==> config.mk <==
export PLATFORM = sky130hd
export DESIGN_NAME = rgb_to_hsl_converter
export DESIGN_NICKNAME = d
export VERILOG_FILES = /design/src/rtl/core/rgbhsl_pkg.sv /design/src/rtl/core/rgb_to_hsl_converter.sv /design/src/rtl/core/rgbhsl_front.sv /design/src/rtl/core/rgbhsl_queue.sv /design/src/rtl/core/rgbhsl_div.sv /design/src/rtl/core/rgbhsl_back.sv
export SDC_FILE = /design/constraint.sdc
export NUM_CORES = 2
export LEC_CHECK = 0
export BUFFER_PORTS_ARGS = -buffer_cell sky130_fd_sc_hd__clkbuf_2
export CAP_MARGIN = 20
export CORE_UTILIZATION = 27
export DETAILED_ROUTE_END_ITERATION = 10
export HOLD_SLACK_MARGIN = 0.15
export PLACE_DENSITY_LB_ADDON = 0.05
export SYNTH_ARGS = -nofsm -noshare
export SYNTH_HDL_FRONTEND = slang
export SYNTH_SLANG_ARGS = --single-unit
==> constraint.sdc <==
create_clock -name clock -period 28.9 [get_ports clock]
set_input_delay 1.445 -clock clock [delete_from_list [all_inputs] [get_ports clock]]
set_output_delay 1.445 -clock clock [all_outputs]
set_load 0.01 [all_outputs]
==> src/rtl/core/rgbhsl_pkg.sv <==
// ----------------------------------------------------------------------------
// rgbhsl_pkg
// Shared widths, constants and request types for the rgb to hsl converter.
// ----------------------------------------------------------------------------
package rgbhsl_pkg;

   localparam int FRAC_BITS   = 16;
   localparam int CH_W        = 8;
   localparam int OUT_W       = FRAC_BITS + 1;
   localparam int DIV_W       = 18;
   localparam int NUM_STAGES  = OUT_W;
   localparam int HUE_W       = 13;
   localparam int RED_WEIGHT  = 299;
   localparam int GRN_WEIGHT  = 587;
   localparam int BLU_WEIGHT  = 114;
   localparam int LUMA_DEN    = 255000;
   localparam int LIGHT_DEN   = 510;
   localparam int HALF_SUM    = 255;

   typedef struct packed {
      logic [DIV_W-1:0] num;
      logic [DIV_W-1:0] den;
   } div_op_type;

   typedef struct packed {
      div_op_type hue;
      div_op_type sat;
      div_op_type lig;
   } job_type;

endpackage

==> src/rtl/core/rgb_to_hsl_converter.sv <==
// rsp_valid rises once a request has passed the front register, the queue and the divider stages
// throughput: one request per cycle, set by the 17-stage divider pipelines
// busy only rises if the two-entry queue fills, which the free-running back end prevents
// results cannot be held off; each stays on rsp_ for one cycle
// synchronous reset empties the pipeline and sets luma_mode to 0
// ----------------------------------------------------------------------------
// rgb_to_hsl_converter
// Converts 8-bit rgb pixels to hue, saturation and lightness in Q1.16.
// ----------------------------------------------------------------------------
module rgb_to_hsl_converter (
   input  logic                         clock,
   input  logic                         reset,
   input  logic                         start,
   output logic                         busy,
   input  logic [rgbhsl_pkg::CH_W-1:0]  req_red,
   input  logic [rgbhsl_pkg::CH_W-1:0]  req_green,
   input  logic [rgbhsl_pkg::CH_W-1:0]  req_blue,
   input  logic                         csr_wr_en,
   input  logic                         csr_wr_data,
   output logic                         rsp_valid,
   output logic [rgbhsl_pkg::OUT_W-1:0] rsp_hue,
   output logic [rgbhsl_pkg::OUT_W-1:0] rsp_saturation,
   output logic [rgbhsl_pkg::OUT_W-1:0] rsp_lightness
);
   import rgbhsl_pkg::*;

   logic    luma_mode_ff;
   logic    job_valid, head_valid, pop;
   job_type job, head;

   always_ff @(posedge clock) begin
      if (reset) begin
         luma_mode_ff <= 1'b0;
      end else if (csr_wr_en) begin
         luma_mode_ff <= csr_wr_data;
      end
   end

   rgbhsl_front u_front (
      .clock(clock), .reset(reset), .start(start), .busy(busy),
      .req_red(req_red), .req_green(req_green), .req_blue(req_blue),
      .luma_mode(luma_mode_ff), .job_valid(job_valid), .job(job)
   );

   rgbhsl_queue u_queue (
      .clock(clock), .reset(reset), .push(job_valid), .push_data(job),
      .pop(pop), .head_valid(head_valid), .head(head), .full(busy)
   );

   rgbhsl_back u_back (
      .clock(clock), .reset(reset), .head_valid(head_valid), .head(head),
      .pop(pop), .rsp_valid(rsp_valid), .rsp_hue(rsp_hue),
      .rsp_saturation(rsp_saturation), .rsp_lightness(rsp_lightness)
   );

endmodule

==> src/rtl/core/rgbhsl_front.sv <==
// ----------------------------------------------------------------------------
// rgbhsl_front
// Takes a request, finds max and min and forms numerators and divisors.
// ----------------------------------------------------------------------------
module rgbhsl_front (
   input  logic                         clock,
   input  logic                         reset,
   input  logic                         start,
   input  logic                         busy,
   input  logic [rgbhsl_pkg::CH_W-1:0]  req_red,
   input  logic [rgbhsl_pkg::CH_W-1:0]  req_green,
   input  logic [rgbhsl_pkg::CH_W-1:0]  req_blue,
   input  logic                         luma_mode,
   output logic                         job_valid,
   output rgbhsl_pkg::job_type          job
);
   import rgbhsl_pkg::*;

   logic                    valid_ff, valid_in;
   job_type                 job_ff, job_in;
   logic [CH_W-1:0]         mx, mn, d;
   logic [CH_W:0]           s;
   logic [DIV_W-1:0]        lum_sum;
   logic signed [HUE_W-1:0] num, six_d, r_s, g_s, b_s, d_s;

   always_comb begin
      mx = req_red;
      mn = req_red;
      if (req_green > mx) mx = req_green;
      if (req_blue > mx) mx = req_blue;
      if (req_green < mn) mn = req_green;
      if (req_blue < mn) mn = req_blue;
      d = mx - mn;
      s = {1'b0, mx} + {1'b0, mn};

      r_s   = $signed(HUE_W'(req_red));
      g_s   = $signed(HUE_W'(req_green));
      b_s   = $signed(HUE_W'(req_blue));
      d_s   = $signed(HUE_W'(d));
      six_d = $signed(HUE_W'(6)) * d_s;
      // sector of the largest channel, red tested first
      if (req_red == mx) begin
         num = g_s - b_s;
      end else if (req_green == mx) begin
         num = (d_s <<< 1) + b_s - r_s;
      end else begin
         num = (d_s <<< 2) + r_s - g_s;
      end
      if (num < 0) num = num + six_d;
      if (num >= six_d) num = num - six_d;

      lum_sum = DIV_W'(RED_WEIGHT) * DIV_W'(req_red)
              + DIV_W'(GRN_WEIGHT) * DIV_W'(req_green)
              + DIV_W'(BLU_WEIGHT) * DIV_W'(req_blue);

      job_in = job_ff;
      if (d == '0) begin
         // gray pixel: hue and saturation come out as zero
         job_in.hue.num = '0;
         job_in.hue.den = DIV_W'(1);
         job_in.sat.num = '0;
         job_in.sat.den = DIV_W'(1);
      end else begin
         job_in.hue.num = DIV_W'(unsigned'(num));
         job_in.hue.den = DIV_W'(unsigned'(six_d));
         job_in.sat.num = DIV_W'(d);
         if (s < (CH_W+1)'(HALF_SUM)) begin
            job_in.sat.den = DIV_W'(s);
         end else begin
            job_in.sat.den = DIV_W'(LIGHT_DEN) - DIV_W'(s);
         end
      end
      if (luma_mode) begin
         job_in.lig.num = lum_sum;
         job_in.lig.den = DIV_W'(LUMA_DEN);
      end else begin
         job_in.lig.num = DIV_W'(s);
         job_in.lig.den = DIV_W'(LIGHT_DEN);
      end
      valid_in = start && !busy;
   end

   always_ff @(posedge clock) begin
      if (reset) begin
         valid_ff <= 1'b0;
      end else begin
         valid_ff <= valid_in;
      end
   end

   always_ff @(posedge clock) begin
      if (valid_in) begin
         job_ff <= job_in;
      end
   end

   assign job_valid = valid_ff;
   assign job       = job_ff;

endmodule

==> src/rtl/core/rgbhsl_queue.sv <==
// ----------------------------------------------------------------------------
// rgbhsl_queue
// Two-entry queue between the front and the divider pipeline.
// ----------------------------------------------------------------------------
module rgbhsl_queue (
   input  logic                clock,
   input  logic                reset,
   input  logic                push,
   input  rgbhsl_pkg::job_type push_data,
   input  logic                pop,
   output logic                head_valid,
   output rgbhsl_pkg::job_type head,
   output logic                full
);
   import rgbhsl_pkg::*;

   job_type    entry_ff [2];
   logic       wr_ptr_ff, wr_ptr_in;
   logic       rd_ptr_ff, rd_ptr_in;
   logic [1:0] count_ff, count_in;
   logic       do_pop;

   always_comb begin
      do_pop    = pop && (count_ff != 2'd0);
      wr_ptr_in = push ? !wr_ptr_ff : wr_ptr_ff;
      rd_ptr_in = do_pop ? !rd_ptr_ff : rd_ptr_ff;
      count_in  = count_ff + 2'(push) - 2'(do_pop);
   end

   always_ff @(posedge clock) begin
      if (reset) begin
         wr_ptr_ff <= 1'b0;
         rd_ptr_ff <= 1'b0;
         count_ff  <= 2'd0;
      end else begin
         wr_ptr_ff <= wr_ptr_in;
         rd_ptr_ff <= rd_ptr_in;
         count_ff  <= count_in;
      end
   end

   always_ff @(posedge clock) begin
      if (push) begin
         entry_ff[wr_ptr_ff] <= push_data;
      end
   end

   assign head_valid = (count_ff != 2'd0);
   assign head       = entry_ff[rd_ptr_ff];
   assign full       = (count_ff == 2'd2);

endmodule

==> src/rtl/core/rgbhsl_div.sv <==
// ----------------------------------------------------------------------------
// rgbhsl_div
// Pipelined restoring divider, one quotient bit per stage, num <= den.
// ----------------------------------------------------------------------------
module rgbhsl_div (
   input  logic                         clock,
   input  rgbhsl_pkg::div_op_type       op,
   output logic [rgbhsl_pkg::OUT_W-1:0] quo
);
   import rgbhsl_pkg::*;

   logic [DIV_W-1:0] rem_ff  [NUM_STAGES-1];
   logic [DIV_W-1:0] den_ff  [NUM_STAGES-1];
   logic [OUT_W-1:0] q_ff    [NUM_STAGES];
   logic [DIV_W:0]   trial   [NUM_STAGES];
   logic [DIV_W-1:0] den_cur [NUM_STAGES];
   logic             ge      [NUM_STAGES];

   for (genvar k = 0; k < NUM_STAGES; k++) begin : g_stage
      if (k == 0) begin : g_first
         // integer bit: no shift before the first trial
         assign trial[k]   = {1'b0, op.num};
         assign den_cur[k] = op.den;
         always_ff @(posedge clock) begin
            q_ff[k] <= OUT_W'(ge[k]);
         end
      end else begin : g_next
         assign trial[k]   = {rem_ff[k-1], 1'b0};
         assign den_cur[k] = den_ff[k-1];
         always_ff @(posedge clock) begin
            q_ff[k] <= {q_ff[k-1][OUT_W-2:0], ge[k]};
         end
      end
      assign ge[k] = (trial[k] >= {1'b0, den_cur[k]});
      if (k < NUM_STAGES - 1) begin : g_rem
         always_ff @(posedge clock) begin
            rem_ff[k] <= ge[k] ? DIV_W'(trial[k] - {1'b0, den_cur[k]}) : DIV_W'(trial[k]);
            den_ff[k] <= den_cur[k];
         end
      end
   end

   assign quo = q_ff[NUM_STAGES-1];

endmodule

==> src/rtl/core/rgbhsl_back.sv <==
// ----------------------------------------------------------------------------
// rgbhsl_back
// Drains the queue into three divider pipelines and strobes out results.
// ----------------------------------------------------------------------------
module rgbhsl_back (
   input  logic                         clock,
   input  logic                         reset,
   input  logic                         head_valid,
   input  rgbhsl_pkg::job_type          head,
   output logic                         pop,
   output logic                         rsp_valid,
   output logic [rgbhsl_pkg::OUT_W-1:0] rsp_hue,
   output logic [rgbhsl_pkg::OUT_W-1:0] rsp_saturation,
   output logic [rgbhsl_pkg::OUT_W-1:0] rsp_lightness
);
   import rgbhsl_pkg::*;

   logic [NUM_STAGES-1:0] vld_ff, vld_in;

   assign pop    = head_valid;
   assign vld_in = {vld_ff[NUM_STAGES-2:0], head_valid};

   always_ff @(posedge clock) begin
      if (reset) begin
         vld_ff <= '0;
      end else begin
         vld_ff <= vld_in;
      end
   end

   rgbhsl_div u_hue_div (.clock(clock), .op(head.hue), .quo(rsp_hue));
   rgbhsl_div u_sat_div (.clock(clock), .op(head.sat), .quo(rsp_saturation));
   rgbhsl_div u_lig_div (.clock(clock), .op(head.lig), .quo(rsp_lightness));

   assign rsp_valid = vld_ff[NUM_STAGES-1];

endmodule

==> parameters.txt <==
Parameter                              Value

Status
  Status ... finished clean

Timing
  Maximum achievable frequency ... around 76 MHz
  Final setup TNS ... 0 ns
  Min Clock Period, post-route ... between 10 and 15 ns
  Slew headroom ... between 30 and 40%
  RSZ-0062 raised after global routing ... no
  Layout Skew ... roughly 0.055 ns
  Number of failing hold endpoints at the final stage ... 0
  Slew of the pin with the lowest slew margin ... approximately 1.0 ns
  Total setup violations reported at the end of the flow ... 0
  Slew Viols, Final ... 0
  Hold WS ... around 0.3 ns
  Post-route fraction of the period consumed by the critical path ... between 40% and 50%

Synth
  Post-synthesis cell type with the largest combined area ... sky130_fd_sc_hd__dfxtp_1
  Number of warning messages in the yosys log ... 0
  Post-synth cell types ... 84
  Post-synth top flop ... sky130_fd_sc_hd__dfxtp_1
  Area share of the leading cell type in the synthesized netlist ... 38.0%
  Post-synthesis instance total ... 9105
  Largest cells by area after synthesis ... sky130_fd_sc_hd__dfxtp_1, sky130_fd_sc_hd__ha_1, sky130_fd_sc_hd__edfxtp_1
  Sequential cell area fraction in the yosys report ... around 44%
  Synth async-reset ratio ... 0%
  Synth Register Bits ... between 1500 and 2000
  Netlist area before placement ... ~90000 sq um
  Mapped Avg Cell Area ... around 9.8 sq um
  Post-Synthesis Net Count ... approximately 10000
  EDFF count, synth ... between 150 and 200

Clock network
  Clock-pin slew on the worst setup and hold paths ... ~0.06 ns
  Number of buffers between clock root and the deepest sink ... 4
  Clock sink count ... 1882
  Root Buffer Master ... sky130_fd_sc_hd__clkbuf_16
  Postcts setup bufs ... 0
  Clock latency at the later pin of the worst-skew pair ... about 0.9 ns
  Hold buffers post-CTS ... 0
  Clock buffers created by TritonCTS ... roughly 230
  PostCTS Resize Cnt ... 0
  TritonCTS clock tree ... done
  H-tree Lvls ... 4

Layout
  Total area of multi-input combinational cells ... between 40000 and 50000 sq um
  Combined flip-flop and latch cell area ... just under 40000 sq um
  Area growth syn-to-layout ... 14.9%
  Fraction of layout cells with a size suffix above 1 ... 8.90%
  Most frequent standard cell in the layout excluding fill and tap cells ... sky130_fd_sc_hd__dfxtp_1
  Number of filler cells placed in the layout ... around 34000
  Final #Nets ... 10332
  Most frequent cells in the layout ... sky130_fd_sc_hd__dfxtp_1, sky130_fd_sc_hd__inv_1, sky130_fd_sc_hd__ha_1, sky130_fd_sc_hd__nor2_1, sky130_fd_sc_hd__a21oi_1

Global route
  Congestion Overflow GR ... 0
  Pin count of the biggest net entering global routing ... 59
  Global-route usage over all layers ... between 10% and 20%
  Vias in the first global route ... 62294
  Initial antenna violation count ... 6
  Global-route wire length before repair ... roughly 350 mm

Floorplan
  Area of the placeable core ... 330000 sq um
  Die Span Y ... ~580 um
  Number of top-level design ports ... 82
  Starting utilization of the core area ... 27.1%
  Horizontal extent of the die ... between 500 and 600 um
  Number of rows in the core area ... 211
  Die Footprint ... ~330000 sq um

Setup path
  Number of cells on the worst reg-to-reg path ... 15
  Worst-path fanout max ... 19
  Slowest cell on the critical path ... sky130_fd_sc_hd__a21boi_0
  Capturing element of the worst setup path ... u_front.job[91]
  Type of the worst setup path ... input pin to flip-flop
  Launching instance or port of the critical path ... req_red[3]
  Critical Path AT ... 13.81 ns
  Critical path data required time ... 29.63 ns
  Category of the worst setup path launch point ... input pin
  Endpoint kind of the worst setup timing path ... flip-flop
  Setup slack on the worst flop-to-flop path ... between 20 and 25 ns
  Most common cell on crit path ... sky130_fd_sc_hd__ha_1
  Critical Path Max Stage Delay ... between 0.8 and 0.9 ns
  Destination of the worst register-to-register timing path ... u_back.u_lig_div.rem_ff[0][17]

Min path
  HP Class ... flip-flop to flip-flop

Placed design
  RD Place Congestion ... between 0.8 and 0.9
  HPWL Detailed ... roughly 180 mm
  Number of port buffers ... just over 80

Flow run
  Total of max-cap violations ... 0

Detailed routing
  Remaining antenna violation count after routing ... 0
  Number of violations reported at the end of detailed-routing iteration 0 ... ~2700
  Drt drc ... 0
  Number of vias in the routed layout ... 61220
  Final routed wire length divided by cell count ... 16.3 um
  Wire length after detailed routing ... ~230 mm
  Drt first pass iters ... 7
  Number of vias per cell ... around 4.4
Yosys cell counts (34+ instances only):
master / n
sky130_fd_sc_hd__dfxtp_1: 1699
sky130_fd_sc_hd__inv_1: 969
sky130_fd_sc_hd__ha_1: 900
sky130_fd_sc_hd__nor2_1: 738
sky130_fd_sc_hd__a21oi_1: 568
sky130_fd_sc_hd__xnor2_1: 456
sky130_fd_sc_hd__o21ai_0: 452
sky130_fd_sc_hd__nand2_1: 451
sky130_fd_sc_hd__mux2_2: 294
sky130_fd_sc_hd__xor2_1: 223
sky130_fd_sc_hd__edfxtp_1: 183
sky130_fd_sc_hd__nor3_1: 172
sky130_fd_sc_hd__nor2b_1: 161
sky130_fd_sc_hd__nand3_1: 157
sky130_fd_sc_hd__nand2b_1: 143
sky130_fd_sc_hd__a21boi_0: 138
sky130_fd_sc_hd__a21o_1: 137
sky130_fd_sc_hd__fa_1: 116
sky130_fd_sc_hd__clkbuf_1: 111
sky130_fd_sc_hd__nand4_1: 88
sky130_fd_sc_hd__o21a_1: 81
sky130_fd_sc_hd__mux2i_1: 79
sky130_fd_sc_hd__nor4_1: 71
sky130_fd_sc_hd__o21bai_1: 68
sky130_fd_sc_hd__o31ai_1: 50
sky130_fd_sc_hd__o41ai_1: 43
sky130_fd_sc_hd__or3_1: 39
sky130_fd_sc_hd__a211oi_1: 34
worst min path at each step:
stage,from,end,depth (start not counted)
finish,u_back.u_hue_div.q_ff[0][102],u_back.u_hue_div.q_ff[0][120],0
detailed placement,u_back.u_lig_div.q_ff[10][10],u_back.u_lig_div.q_ff[11][11],0
CTS,u_back.u_lig_div.q_ff[11][6],u_back.u_lig_div.q_ff[12][7],0
global placement,u_back.u_hue_div.q_ff[0][175],u_back.u_hue_div.q_ff[0][193],0
global route,u_back.u_hue_div.q_ff[0][102],u_back.u_hue_div.q_ff[0][120],0
floorplan,u_back.u_hue_div.q_ff[0][85],u_back.u_hue_div.q_ff[0][103],0
critical path, delay by kind of cell:
family	cells	cell delay (ns)
xor+xnor	2	0.35
mux	2	0.73
fa+ha+maj	6	2.13
compound gates	19	5.63
simple gates	12	2.53
buf+inv	3	0.90
per-layer routing:
| metal | wire length (um) | global-route usage (%) |
|---|---|---|
| met1 | 106000 | 17.1 |
| met2 | 106000 | 22.9 |
| met3 | 6620 | 1.93 |
| met4 | 6560 | 3.97 |
| met5 | 0 | 0 |
logic make-up after synthesis:
kind of cell             Yosys count  synth area share (%)
AND/OR/NAND/NOR                 2205                  11.8
flip-flops                      1882                  44.1
AO/OA/AOI/OAI                   1831                  12.8
buffers and inverters           1118                  4.79
adder cells (fa/ha/maj)         1016                  15.2
XOR/XNOR                         679                  6.64
multiplexers                     374                  4.60
registers in the layout, indices dropped and copies added (netlist names), 2 cells and up, named ones only:
| register | count |
|---|---|
| u_queue.count_ff | 2 |
| u_back.u_lig_div.den_ff | 32 |
| u_back.u_lig_div.q_ff | 153 |
| u_back.u_hue_div.q_ff | 153 |
| u_back.u_hue_div.rem_ff | 288 |
| u_back.vld_ff | 17 |
| u_back.u_hue_div.den_ff | 176 |
| u_back.u_sat_div.den_ff | 160 |
| u_back.u_lig_div.rem_ff | 272 |
| u_front.job | 61 |
| u_back.u_sat_div.q_ff | 153 |
| u_queue.entry_ff | 122 |
| u_back.u_sat_div.rem_ff | 288 |
final cells by class:
type | instances | share of cell area (%)
multi-input combinational | 6105 | 44.5
sequential | 1882 | 38.4
clock buffer | 299 | 6.21
tap | 4366 | 5.31
inverter | 970 | 3.54
clock inverter | 121 | 1.49
timing repair buffer | 100 | 0.533
antenna | 8 | 0.0195
per-stage QoR:
step	instance area (sq um)	setup slack, ns	cells	utilization [%]
6_report	103000	15.81	13851	31.1
5_1_grt	103000	15.05	13849	31.1
4_1_cts	103000	15.89	13843	31.1
3_5_place_dp	94900	14.98	13423	28.7
3_3_place_gp	94900	14.91	13423	28.7
2_1_floorplan	89500	17.60	9105	-
Power is left out: the tool's default activity adds up to more than one toggle a clock period on the data nets, which glitch-free logic cannot reach.
